**src/sv/mrrp_pkg.sv**
```systemverilog
// Package with the shared types, codes and CRC function of the Modbus RTU response parser.
`timescale 1ns / 1ps

package mrrp_pkg;

	localparam int CFG_IDX_W  = 8;
	localparam int CFG_DATA_W = 16;

	localparam logic [CFG_IDX_W-1:0] CFG_DEVICE_ADDRESS = 8'd0;
	localparam logic [CFG_IDX_W-1:0] CFG_FIRST_REGISTER = 8'd1;

	localparam logic [7:0]  DEVICE_ADDRESS_RST = 8'h70;
	localparam logic [15:0] FIRST_REGISTER_RST = 16'h0000;

	localparam logic [15:0] CRC_POLY = 16'hA001;
	localparam logic [15:0] CRC_INIT = 16'hFFFF;

	localparam logic [7:0] FUNC_READ_HOLDING = 8'h03;
	localparam logic [7:0] FUNC_READ_INPUT   = 8'h04;
	localparam int         FUNC_EXC_BIT      = 7;

	localparam logic [2:0] ST_OK    = 3'd0;
	localparam logic [2:0] ST_ADDR  = 3'd1;
	localparam logic [2:0] ST_EXC   = 3'd2;
	localparam logic [2:0] ST_FUNC  = 3'd3;
	localparam logic [2:0] ST_SHORT = 3'd4;
	localparam logic [2:0] ST_CRC   = 3'd5;

	localparam logic KIND_REG    = 1'b0;
	localparam logic KIND_STATUS = 1'b1;

	typedef struct packed {
		logic [7:0] rx_byte;
		logic       abort;
	} in_item_t;

	typedef struct packed {
		logic        kind;
		logic [15:0] reg_address;
		logic [15:0] reg_value;
		logic [2:0]  status;
		logic [7:0]  exception_code;
		logic [6:0]  reg_count;
	} res_t;

	// Reflected CRC-16 update over one byte, least significant bit first.
	function automatic logic [15:0] crc_feed(input logic [15:0] crc, input logic [7:0] b);
		logic [15:0] c;
		c = crc ^ {8'h00, b};
		for (int k = 0; k < 8; k++) begin
			if (c[0]) begin
				c = (c >> 1) ^ CRC_POLY;
			end else begin
				c = c >> 1;
			end
		end
		return c;
	endfunction

endpackage

```
**src/sv/mrrp_ifs.sv**
```systemverilog
// Channel interfaces of the Modbus RTU response parser: byte input, result output, config writes.
`timescale 1ns / 1ps

interface mrrp_in_if;
	logic       valid;
	logic       ready;
	logic [7:0] rx_byte;
	logic       abort;

	modport source (output valid, output rx_byte, output abort, input ready);
	modport sink (input valid, input rx_byte, input abort, output ready);
endinterface

interface mrrp_out_if;
	logic        valid;
	logic        ready;
	logic        kind;
	logic [15:0] reg_address;
	logic [15:0] reg_value;
	logic [2:0]  status;
	logic [7:0]  exception_code;
	logic [6:0]  reg_count;

	modport source (output valid, output kind, output reg_address, output reg_value,
		output status, output exception_code, output reg_count, input ready);
	modport sink (input valid, input kind, input reg_address, input reg_value,
		input status, input exception_code, input reg_count, output ready);
endinterface

interface mrrp_cfg_if;
	logic        valid;
	logic        ready;
	logic [7:0]  index;
	logic [15:0] data;

	modport source (output valid, output index, output data, input ready);
	modport sink (input valid, input index, input data, output ready);
endinterface

```
**src/sv/mrrp_frame.sv**
```systemverilog
// Frame tracker: per-byte state machine, running CRC and result formation.
`timescale 1ns / 1ps

module mrrp_frame (
	input  logic            clk,
	input  logic            arst_n,
	input  logic            adv,
	input  mrrp_pkg::in_item_t item,
	input  logic [7:0]      device_address,
	input  logic [15:0]     first_register,
	output logic            res_valid,
	output mrrp_pkg::res_t  res
);
	import mrrp_pkg::*;

	localparam logic [2:0] PH_ADDR   = 3'd0;
	localparam logic [2:0] PH_FUNC   = 3'd1;
	localparam logic [2:0] PH_COUNT  = 3'd2;
	localparam logic [2:0] PH_DATA   = 3'd3;
	localparam logic [2:0] PH_CRC_LO = 3'd4;
	localparam logic [2:0] PH_CRC_HI = 3'd5;
	localparam logic [2:0] PH_EXC    = 3'd6;

	logic [2:0]  phase_q, phase_d;
	logic [15:0] crc_q, crc_d;
	logic [7:0]  cnt_q, cnt_d;
	logic [7:0]  idx_q, idx_d;
	logic [7:0]  held_q, held_d;
	logic [7:0]  crc_lo_q, crc_lo_d;
	logic [2:0]  err_q, err_d;
	logic [7:0]  exc_q, exc_d;

	logic [15:0] crc_next;
	logic [7:0]  idx_inc;
	logic [15:0] rx_crc;
	logic [2:0]  final_st;

	assign crc_next = crc_feed(crc_q, item.rx_byte);
	assign idx_inc  = idx_q + 8'd1;
	assign rx_crc   = {item.rx_byte, crc_lo_q};
	assign final_st = (err_q == ST_OK && rx_crc != crc_q) ? ST_CRC : err_q;

	always_comb begin
		phase_d   = phase_q;
		crc_d     = crc_q;
		cnt_d     = cnt_q;
		idx_d     = idx_q;
		held_d    = held_q;
		crc_lo_d  = crc_lo_q;
		err_d     = err_q;
		exc_d     = exc_q;
		res_valid = 1'b0;
		res       = '0;

		if (item.abort) begin
			phase_d  = PH_ADDR;
			crc_d    = CRC_INIT;
			cnt_d    = '0;
			idx_d    = '0;
			held_d   = '0;
			crc_lo_d = '0;
			err_d    = ST_OK;
			exc_d    = '0;
		end else begin
			case (phase_q)
				PH_ADDR: begin
					crc_d    = crc_feed(CRC_INIT, item.rx_byte);
					cnt_d    = '0;
					idx_d    = '0;
					held_d   = '0;
					crc_lo_d = '0;
					exc_d    = '0;
					err_d    = (item.rx_byte != device_address) ? ST_ADDR : ST_OK;
					phase_d  = PH_FUNC;
				end
				PH_FUNC: begin
					crc_d = crc_next;
					if (item.rx_byte[FUNC_EXC_BIT]) begin
						if (err_q == ST_OK) begin
							err_d = ST_EXC;
						end
						phase_d = PH_EXC;
					end else begin
						if (err_q == ST_OK && item.rx_byte != FUNC_READ_HOLDING
								&& item.rx_byte != FUNC_READ_INPUT) begin
							err_d = ST_FUNC;
						end
						phase_d = PH_COUNT;
					end
				end
				PH_EXC: begin
					crc_d   = crc_next;
					exc_d   = item.rx_byte;
					phase_d = PH_CRC_LO;
				end
				PH_COUNT: begin
					crc_d = crc_next;
					cnt_d = item.rx_byte;
					idx_d = '0;
					if (err_q == ST_OK && item.rx_byte < 8'd2) begin
						err_d = ST_SHORT;
					end
					phase_d = (item.rx_byte == 8'd0) ? PH_CRC_LO : PH_DATA;
				end
				PH_DATA: begin
					crc_d = crc_next;
					if (!idx_q[0]) begin
						held_d = item.rx_byte;
					end else begin
						res_valid       = 1'b1;
						res.kind        = KIND_REG;
						res.reg_address = first_register + {9'd0, idx_q[7:1]};
						res.reg_value   = {held_q, item.rx_byte};
						res.reg_count   = cnt_q[7:1];
					end
					idx_d = idx_inc;
					if (idx_inc == cnt_q) begin
						phase_d = PH_CRC_LO;
					end
				end
				PH_CRC_LO: begin
					crc_lo_d = item.rx_byte;
					phase_d  = PH_CRC_HI;
				end
				PH_CRC_HI: begin
					res_valid          = 1'b1;
					res.kind           = KIND_STATUS;
					res.status         = final_st;
					res.exception_code = (final_st == ST_EXC) ? exc_q : 8'd0;
					res.reg_count      = cnt_q[7:1];
					phase_d  = PH_ADDR;
					crc_d    = CRC_INIT;
					cnt_d    = '0;
					idx_d    = '0;
					held_d   = '0;
					crc_lo_d = '0;
					err_d    = ST_OK;
					exc_d    = '0;
				end
				default: begin
					phase_d  = PH_ADDR;
					crc_d    = CRC_INIT;
					cnt_d    = '0;
					idx_d    = '0;
					held_d   = '0;
					crc_lo_d = '0;
					err_d    = ST_OK;
					exc_d    = '0;
				end
			endcase
		end
	end

	always_ff @(posedge clk or negedge arst_n) begin
		if (!arst_n) begin
			phase_q  <= PH_ADDR;
			crc_q    <= CRC_INIT;
			cnt_q    <= '0;
			idx_q    <= '0;
			held_q   <= '0;
			crc_lo_q <= '0;
			err_q    <= ST_OK;
			exc_q    <= '0;
		end else if (adv) begin
			phase_q  <= phase_d;
			crc_q    <= crc_d;
			cnt_q    <= cnt_d;
			idx_q    <= idx_d;
			held_q   <= held_d;
			crc_lo_q <= crc_lo_d;
			err_q    <= err_d;
			exc_q    <= exc_d;
		end
	end

endmodule

```
**src/sv/mrrp_out_reg.sv**
```systemverilog
// Result register that holds one result transaction until the receiver takes it.
`timescale 1ns / 1ps

module mrrp_out_reg (
	input  logic           clk,
	input  logic           arst_n,
	input  logic           load,
	input  mrrp_pkg::res_t res,
	output logic           free,
	mrrp_out_if.source     out
);
	import mrrp_pkg::*;

	logic valid_q;
	res_t data_q;

	assign free = !valid_q || out.ready;

	always_ff @(posedge clk or negedge arst_n) begin
		if (!arst_n) begin
			valid_q <= 1'b0;
		end else if (free) begin
			valid_q <= load;
		end
	end

	always_ff @(posedge clk) begin
		if (free && load) begin
			data_q <= res;
		end
	end

	assign out.valid          = valid_q;
	assign out.kind           = data_q.kind;
	assign out.reg_address    = data_q.reg_address;
	assign out.reg_value      = data_q.reg_value;
	assign out.status         = data_q.status;
	assign out.exception_code = data_q.exception_code;
	assign out.reg_count      = data_q.reg_count;

endmodule

```
**src/sv/modbus_rtu_response_parser.sv**
```systemverilog
// Top level of the Modbus RTU read-registers response parser.
// Usage:
//   rx carries one received response byte per transaction, with an abort flag that
//   drops a partial frame and ignores the byte. res carries results: a register item
//   (kind 0) for each completed big-endian data pair, and a status item (kind 1) at
//   the final CRC byte of each frame. Register items are tentative until the status
//   item of their frame reports ok. cfg writes the expected device address (index 0)
//   and the first register address (index 1); it is always ready and should only be
//   used while no frame is in flight.
// Timing:
//   A byte accepted into the input register is framed and checked combinationally,
//   and any result it causes enters the result register once that register is free.
//   One byte per cycle is sustained while the receiver keeps up; the CRC update is an
//   unrolled eight-bit step between the input register and the frame CRC register.
//   When the receiver stalls, the result register holds its transaction; one more
//   byte waits in the input register and rx ready drops only if that byte would
//   also produce a result.
// Reset: clears both registers to their defaults (device address 0x70, first
// register 0), empties the pipeline and starts waiting for an address byte.
`timescale 1ns / 1ps

module modbus_rtu_response_parser (
	input  logic       clk,
	input  logic       arst_n,
	mrrp_in_if.sink    rx,
	mrrp_out_if.source res,
	mrrp_cfg_if.sink   cfg
);
	import mrrp_pkg::*;

	logic [7:0]  device_address_q;
	logic [15:0] first_register_q;

	logic        valid_s1;
	in_item_t    item_s1;

	logic        res_valid;
	res_t        res_d;
	logic        out_free;
	logic        adv;

	assign cfg.ready = 1'b1;

	always_ff @(posedge clk or negedge arst_n) begin
		if (!arst_n) begin
			device_address_q <= DEVICE_ADDRESS_RST;
			first_register_q <= FIRST_REGISTER_RST;
		end else if (cfg.valid) begin
			case (cfg.index)
				CFG_DEVICE_ADDRESS: device_address_q <= cfg.data[7:0];
				CFG_FIRST_REGISTER: first_register_q <= cfg.data;
				default: ;
			endcase
		end
	end

	// The byte in the input register moves on unless it makes a result the
	// result register cannot take this cycle.
	assign adv      = valid_s1 && (!res_valid || out_free);
	assign rx.ready = !valid_s1 || adv;

	always_ff @(posedge clk or negedge arst_n) begin
		if (!arst_n) begin
			valid_s1 <= 1'b0;
		end else if (rx.ready) begin
			valid_s1 <= rx.valid;
		end
	end

	always_ff @(posedge clk) begin
		if (rx.ready && rx.valid) begin
			item_s1.rx_byte <= rx.rx_byte;
			item_s1.abort   <= rx.abort;
		end
	end

	mrrp_frame u_frame (
		.clk            (clk),
		.arst_n         (arst_n),
		.adv            (adv),
		.item           (item_s1),
		.device_address (device_address_q),
		.first_register (first_register_q),
		.res_valid      (res_valid),
		.res            (res_d)
	);

	mrrp_out_reg u_out (
		.clk    (clk),
		.arst_n (arst_n),
		.load   (adv && res_valid),
		.res    (res_d),
		.free   (out_free),
		.out    (res)
	);

endmodule

```
**src/flat_wrapper.sv**
```systemverilog
// flat-port wrapper written by rule: the top's interface ports become plain ports
module modbus_rtu_response_parser_flat import mrrp_pkg::*;
  (clk, arst_n, rx_valid, rx_rx_byte, rx_abort, rx_ready, res_valid, res_kind, res_reg_address, res_reg_value, res_status, res_exception_code, res_reg_count, res_ready, cfg_valid, cfg_index, cfg_data, cfg_ready);
  mrrp_in_if rx_i ();
  mrrp_out_if res_i ();
  mrrp_cfg_if cfg_i ();
  input  logic clk;
  input  logic arst_n;
  input wire logic [$bits(rx_i.valid)-1:0] rx_valid;
  input wire logic [$bits(rx_i.rx_byte)-1:0] rx_rx_byte;
  input wire logic [$bits(rx_i.abort)-1:0] rx_abort;
  output wire logic [$bits(rx_i.ready)-1:0] rx_ready;
  output wire logic [$bits(res_i.valid)-1:0] res_valid;
  output wire logic [$bits(res_i.kind)-1:0] res_kind;
  output wire logic [$bits(res_i.reg_address)-1:0] res_reg_address;
  output wire logic [$bits(res_i.reg_value)-1:0] res_reg_value;
  output wire logic [$bits(res_i.status)-1:0] res_status;
  output wire logic [$bits(res_i.exception_code)-1:0] res_exception_code;
  output wire logic [$bits(res_i.reg_count)-1:0] res_reg_count;
  input wire logic [$bits(res_i.ready)-1:0] res_ready;
  input wire logic [$bits(cfg_i.valid)-1:0] cfg_valid;
  input wire logic [$bits(cfg_i.index)-1:0] cfg_index;
  input wire logic [$bits(cfg_i.data)-1:0] cfg_data;
  output wire logic [$bits(cfg_i.ready)-1:0] cfg_ready;
  assign rx_i.valid = rx_valid;
  assign rx_i.rx_byte = rx_rx_byte;
  assign rx_i.abort = rx_abort;
  assign rx_ready = rx_i.ready;
  assign res_valid = res_i.valid;
  assign res_kind = res_i.kind;
  assign res_reg_address = res_i.reg_address;
  assign res_reg_value = res_i.reg_value;
  assign res_status = res_i.status;
  assign res_exception_code = res_i.exception_code;
  assign res_reg_count = res_i.reg_count;
  assign res_i.ready = res_ready;
  assign cfg_i.valid = cfg_valid;
  assign cfg_i.index = cfg_index;
  assign cfg_i.data = cfg_data;
  assign cfg_ready = cfg_i.ready;
  modbus_rtu_response_parser u_core (.clk(clk), .arst_n(arst_n), .rx(rx_i), .res(res_i), .cfg(cfg_i));
endmodule
```
**config.mk**
```make
export PLATFORM = sky130hd
export DESIGN_NAME = modbus_rtu_response_parser_flat
export DESIGN_NICKNAME = d
export VERILOG_FILES = /design/src/sv/mrrp_pkg.sv /design/src/sv/mrrp_ifs.sv /design/src/sv/mrrp_frame.sv /design/src/sv/mrrp_out_reg.sv /design/src/sv/modbus_rtu_response_parser.sv /design/src/flat_wrapper.sv
export SDC_FILE = /design/constraint.sdc
export NUM_CORES = 1
export LEC_CHECK = 0
export ABC_AREA = 1
export BUFFER_PORTS_ARGS = -buffer_cell sky130_fd_sc_hd__buf_2
export CAP_MARGIN = 0
export CORE_MARGIN = 2
export CORE_UTILIZATION = 30
export CTS_CLUSTER_SIZE = 28
export DETAILED_ROUTE_END_ITERATION = 12
export GPL_TIMING_DRIVEN = 0
export SYNTH_ARGS = -nofsm -noshare
export SYNTH_HDL_FRONTEND = slang
export SYNTH_SLANG_ARGS = --single-unit
```
**constraint.sdc**
```tcl
create_clock -name clk -period 3.5 [get_ports clk]
set_input_delay 0.175 -clock clk [delete_from_list [all_inputs] [get_ports clk]]
set_output_delay 0.175 -clock clk [all_outputs]
set_load 0.1 [all_outputs]
```
# Word-level counts from Yosys, hierarchy flattened

Cells that the tools add are included.

Input port bits: 38
Bits in registers: 148
Output and inout bits: 54

Equality and inequality tests: 25
Add/sub/neg operators: 2
Magnitude comparators: 1
Bitwise logic cells: 22
Reductions and logical operators: 37
Mux-type cells: 62

Operator list:

| operator                                                               | count |
|---|---|
| 16-bit two-way mux                                                     | 31 |
| 8-bit case mux with 2 select lines                                     | 5 |
| 8-bit two-way mux                                                      | 6 |
| 2-bit inverter with 3-bit output                                       | 16 |
| 16-bit case mux with 3 select lines                                    | 1 |
| 3-bit two-way mux                                                      | 10 |
| 3-bit case mux with 6 select lines                                     | 1 |
| 16-bit by 7-bit adder with 16-bit output                               | 1 |
| 8-bit logical NOT                                                      | 2 |
| 16-bit != test                                                         | 1 |
| 8-bit inverter with 16-bit output                                      | 1 |
| 2-bit AND reduction                                                    | 8 |
| 4-bit OR reduction                                                     | 4 |
| 16-bit by 8-bit bitwise XOR with 16-bit output                         | 1 |
| 2-bit by 1-bit != test with 1-bit output (second input constant)       | 7 |
| 7-bit case mux with 2 select lines                                     | 1 |
| 3-bit case mux with 4 select lines                                     | 1 |
| 3-bit OR reduction                                                     | 4 |
| 3-bit by 2-bit equality test with 1-bit output (second input constant) | 3 |
| 3-bit equality test (second input constant)                            | 3 |
| 3-bit by 2-bit != test with 1-bit output (second input constant)       | 3 |
| 8-bit by 1-bit adder with 8-bit output (second input constant)         | 1 |
| 8-bit by 1-bit equality test with 1-bit output (second input constant) | 1 |
| 8-bit equality test                                                    | 1 |
| other kinds (18)                                                       | 36 |

# Depth between registers and ports, before layout

Depth in word-level cells: 33
Depth in mapped cells: 16
Depth with buffers taken out: 15

# Modules after synthesis

Synthesis repeated with hierarchy kept, for this count alone.

Cells, all modules: 857
Area total of the unflattened synthesis: 7653.6 µm²

By module, submodules not included:

| module                     | cells an instance | area an instance (µm²) | times used |
|---|---|---|---|
| mrrp_frame                 | 664               | 4664.5                 | 1 |
| mrrp_out_reg               | 57                | 1576.5                 | 1 |
| modbus_rtu_response_parser | 136               | 1412.6                 | 1 |

# Worst setup path after synthesis

OpenSTA, ideal clock, no wires.

Path type: register to register
Start: reg u_core.u_out.valid_q (netlist: u_core.u_out.out.valid)
End: reg u_core.item_s1[0] (netlist bit) (enable)
Arrival: 2.532 ns
Setup time: 0.283 ns
Data required time: 3.217 ns
Slack: 0.684 ns
Stages on the path, launching flop included: 6
Path buffers: 0
Cells stage by stage: dfrtp_1 inv_1 nor2_1 nand3_1 nand2_1 inv_1

Cells in the longest elaborated chain, start to end: 6

Ends and longest elaborated chain:

| item                   | RTL line                         | source |
|---|---|---|
| start, declared        | mrrp_out_reg.sv:14               | `logic valid_q;` |
| start signal, assigned | mrrp_out_reg.sv:23               | `valid_q <= load;` |
| 1-bit logical NOT      | mrrp_out_reg.sv:17               | `assign free = !valid_q \|\| out.ready;` |
| 1-bit logical OR       | mrrp_out_reg.sv:17               |  |
| 1-bit logical OR       | modbus_rtu_response_parser.sv:59 | `assign adv = valid_s1 && (!res_valid \|\| out_free);` |
| 1-bit logical AND      | modbus_rtu_response_parser.sv:59 |  |
| 1-bit logical OR       | modbus_rtu_response_parser.sv:60 | `assign rx.ready = !valid_s1 \|\| adv;` |
| net rx_ready           | flat_wrapper.sv:12               | `output wire logic [$bits(rx_i.ready)-1:0] rx_ready;` |
| 1-bit logical AND      | modbus_rtu_response_parser.sv:71 | `if (rx.ready && rx.valid) begin` |
| end, declared          | modbus_rtu_response_parser.sv:35 | `in_item_t item_s1;` |

The timed path passes the listed nets, and every way through them passes these cells.
A chain may end at the register's enable or synchronous reset.

# Worst setup path after layout

Start: reg u_core.u_frame.idx_q[1]
End: reg u_core.u_out.data_q (netlist bit u_core.u_out.out.reg_address[12]), data pin

Cells in the longest elaborated chain, start to end: 1

Ends and longest elaborated chain:

| item                                     | RTL line           | source |
|---|---|---|
| start, declared                          | mrrp_frame.sv:27   | `logic [7:0] idx_q, idx_d;` |
| start signal, assigned                   | mrrp_frame.sv:168  | `idx_q <= idx_d;` |
| 16-bit by 7-bit adder with 16-bit output | mrrp_frame.sv:112  | `res.reg_address = first_register + {9'd0, idx_q[7:1]};` |
| end signal, assigned                     | mrrp_out_reg.sv:29 | `data_q <= res;` |
| end, declared                            | mrrp_out_reg.sv:15 | `res_t data_q;` |

No other way between the ends.

==> key figures <==
Outcome
  • Outcome: completed

GRT
  • Vias in the first global route: 5,795
  • First-pass GRT wire length: 30,400 um
  • Initial antenna violation count: 0
  • GRT overflow: 0
  • Largest net degree at the start of global routing: 47
  • Tot GR Track Use: 15.0%

Floorplanning
  • Starting Density: 30.8%
  • Die ar.: 0.0264 mm2
  • IO Count: 92
  • Row cnt: 57
  • Die Span X: 162 um
  • CORE AREA: 0.0245 mm2
  • Die Y: 162 um

Pwr
  • Peak supply drop: 0.207 mV
  • Leak Pwr: 4.06 nW
  • Power Dens Cells: 582 mW/mm2

Synth
  • Post-synth EDFFs: 60
  • Syn nets: 862
  • Seq/Total Area, Yosys: 53.5%
  • Yosys top cell area share: 23.9%
  • Mapped Cells: 807
  • Fraction of registers with async set/reset: 59.5%
  • Netlist Area Pre-Place: 0.00753 mm2
  • Cell with the most instances after synthesis: nand2_1
  • Yosys synthesis warning count: 0
  • Largest area contributor in the netlist: edfxtp_1
  • Main area contributors after synthesis: edfxtp_1, dfrtp_1, nand2_1
  • Primary FF master, synth: dfrtp_1
  • Synth Register Bits: 148
  • Synth top cells by count: nand2_1, inv_1, o21ai_0
  • Netlist cell types: 51
  • Syn Area/Cell: 9.33 um2

Detailed routing
  • DR vias/cell: 4.66
  • # DRC: 0
  • Antenna Nets Post-Route: 0
  • Initial DRC Count: 478
  • DR vias: 5,947
  • Post-Route WL: 18,900 um
  • Wirelength per Cell: 14.8 um
  • TritonRoute pass-1 iters: 5

Min path
  • Worst hold path type: in -> reg

Clock tree
  • Clk root buf: clkbuf_16
  • Clk Latency, worst-skew pair: 430 ps
  • CTS Buf Count: 17
  • Post-CTS Resized: 0
  • CTS tree: yes
  • Clk sinks: 148
  • CTS clk-pin slew, worst paths: 60 ps
  • Clk buf depth: 2
  • H-Tree Depth: 4

Cells and area
  • Synth-to-layout area growth: 22.0%
  • Final core utilization: 37.5%
  • Post-route cell area: 0.00919 mm2
  • Antenna Cells: 0
  • Share of layout cells above drive strength 1: 20.8%
  • Nets@finish: 993

STA
  • Pins Over Slew Limit: 0
  • Fmax: 367 MHz
  • Setup_tns: 0 ps
  • Relative slew slack: 55.1%
  • Slew @ Worst Pin: 673 ps
  • Unrepaired setup endpoints after global routing: no
  • Hold Vio Cnt, Final: 0
  • Max Clock Skew: 7.57 ps
  • Tcrit/Tclk final: 77.9%
  • Worst setup margin: 775 ps
  • Crit path time final: 2730 ps
  • Final setup fails: 0

Critical path
  • Critical path class: reg -> reg
  • Startpoint class of the critical path: flip-flop
  • Critical Path AT: 2890 ps
  • Worst path cell trace: ha_1, inv_1, fa_1, inv_1, nand3_1, nand2_1, nand4_1, a21boi_0, nand4_1, xor2_1, nor2_1
  • Slowest-stage cell, CP: a21boi_0
  • CP peak stage delay: 480 ps
  • Critical path fanouts, max: 5
  • Critical Path Sink Type: flip-flop
  • Critical path data required time: 3670 ps

Placed design
  • DP Wirelength: 13,700 um
  • Placer Congestion: 0.899
  • Place WS: 730 ps
  • I/O Buffers: 90
  • Placed instance area: 0.00843 mm2

Run
  • Max cap viols: 0
[what timing repair did]
item                                   in CTS  in global routing
endpoints found under the hold margin      50                  0
buffers inserted                            0                  0
hold buffers                               20                  0
[through the flow]
stage,hold WS (ps),instances,power [mW]
3_3_place_gp,354,1221,3.60
3_5_place_dp,244,1223,3.62
4_1_cts,21.0,1275,5.36
2_1_floorplan,-121,807,3.25
5_1_grt,40.7,1275,5.64
6_report,28.7,1275,5.34
[worst paths after layout]
path | startpoint | endpoint | slack (ps) | cells past startpoint
setup reg to reg | u_core.u_frame.idx_q[1]$_DFFE_PN0P_ | u_core.u_out.out.reg_address[12]$_SDFFCE_PN0P_ | 770 | 11
hold / removal | cfg_data[0] | u_core.first_register_q[0]$_DFFE_PN0P_ | 30 | 3
max in group asynchronous | arst_n | u_core.u_frame.crc_q[0]$_DFFE_PN1P_ | 2520 | 3
setup / recovery | u_core.u_frame.idx_q[1]$_DFFE_PN0P_ | u_core.u_out.out.reg_address[12]$_SDFFCE_PN0P_ | 770 | 11
min in group asynchronous | arst_n | u_core.u_frame.crc_lo_q[5]$_DFFE_PN0P_ | 310 | 2
hold reg to reg | u_core.first_register_q[4]$_DFFE_PN0P_ | u_core.first_register_q[4]$_DFFE_PN0P_ | 490 | 2
[where the power goes]
part	switching [mW]	internal, mW
combinational	0.968	0.471
clock	0.755	0.954
sequential	0.148	2.05
total	1.87	3.47
[placed cells by master (no fill, tap or decap), drive strengths merged, types with 2 or more instances in the layout]
cell	count
a211oi	3
ha	16
clkinvlp	5
nand3	52
nand2	156
a221oi	2
clkbuf	27
o21ai	80
a21oi	38
mux2	8
edfxtp	60
xor2	18
o21a	7
a32oi	4
inv	116
buf	110
nor4	2
nand4	16
clkinv	2
dfstp	19
dlygate4sd3	20
o22ai	11
xnor2	18
nand3b	2
a22oi	3
nor3	7
nor2	70
dfrtp	69
[flip-flops by register name, summed over array words and instances, names as in the netlist, 7 cells and up]
| name | count |
|---|---|
| u_core.u_frame.crc_lo_q | 8 |
| u_core.u_frame.held_q | 8 |
| u_core.first_register_q | 16 |
| u_core.u_frame.exc_q | 8 |
| u_core.u_out.out.reg_value | 16 |
| u_core.u_frame.idx_q | 8 |
| u_core.item_s1 | 9 |
| u_core.device_address_q | 8 |
| u_core.u_frame.cnt_q | 8 |
| u_core.u_out.out.reg_address | 16 |
| u_core.u_frame.crc_q | 16 |
| u_core.u_out.out.reg_count | 7 |
| u_core.u_out.out.exception_code | 8 |
[kinds of logic after synthesis]
kind of cell               after synthesis  synth area share, %
DFF                                    148                 53.5
buffers and inverters                  136                 7.53
and+or+nand+nor                        309                 19.0
muxes                                    8                 1.20
AOI/OAI and AO/OA                      152                 11.6
adders and majority gates               17                 2.93
xor gates and xnor gates                36                 4.19
other                                    1               0.0498
[per-layer routing]
metal	GRT usage [%]	vias up	share of wire (%)	wire (um)
met5	0	-	0	0
li1	-	2949	-	-
met1	20.3	2808	47	8850
met2	24.2	170	47	8850
met4	4.22	0	1.3	242
met3	3.31	20	5.1	967
[critical path, delay by kind of cell, from the launching register on]
kind | cells | cell delay (ps)
buffers and inverters | 2 | 130
AO/OA/AOI/OAI | 1 | 480
adder cells (fa/ha/maj) | 2 | 630
AND/OR/NAND/NOR | 5 | 570
flip-flops | 1 | 440
XOR/XNOR | 1 | 220
[layout make-up]
| type | count | area [um2] |
|---|---|---|
| plain buffers | 25 | 140 |
| repair buffers | 112 | 701 |
| well taps | 324 | 405 |
| fillers | 2458 | 15300 |
| clock inverters | 12 | 93.8 |
| inverters | 111 | 427 |
| clock buffers | 20 | 457 |
| flip-flops and latches | 148 | 4030 |
| multi-input cells | 523 | 2930 |
Note: power is estimated with default switching activity, not from simulation.
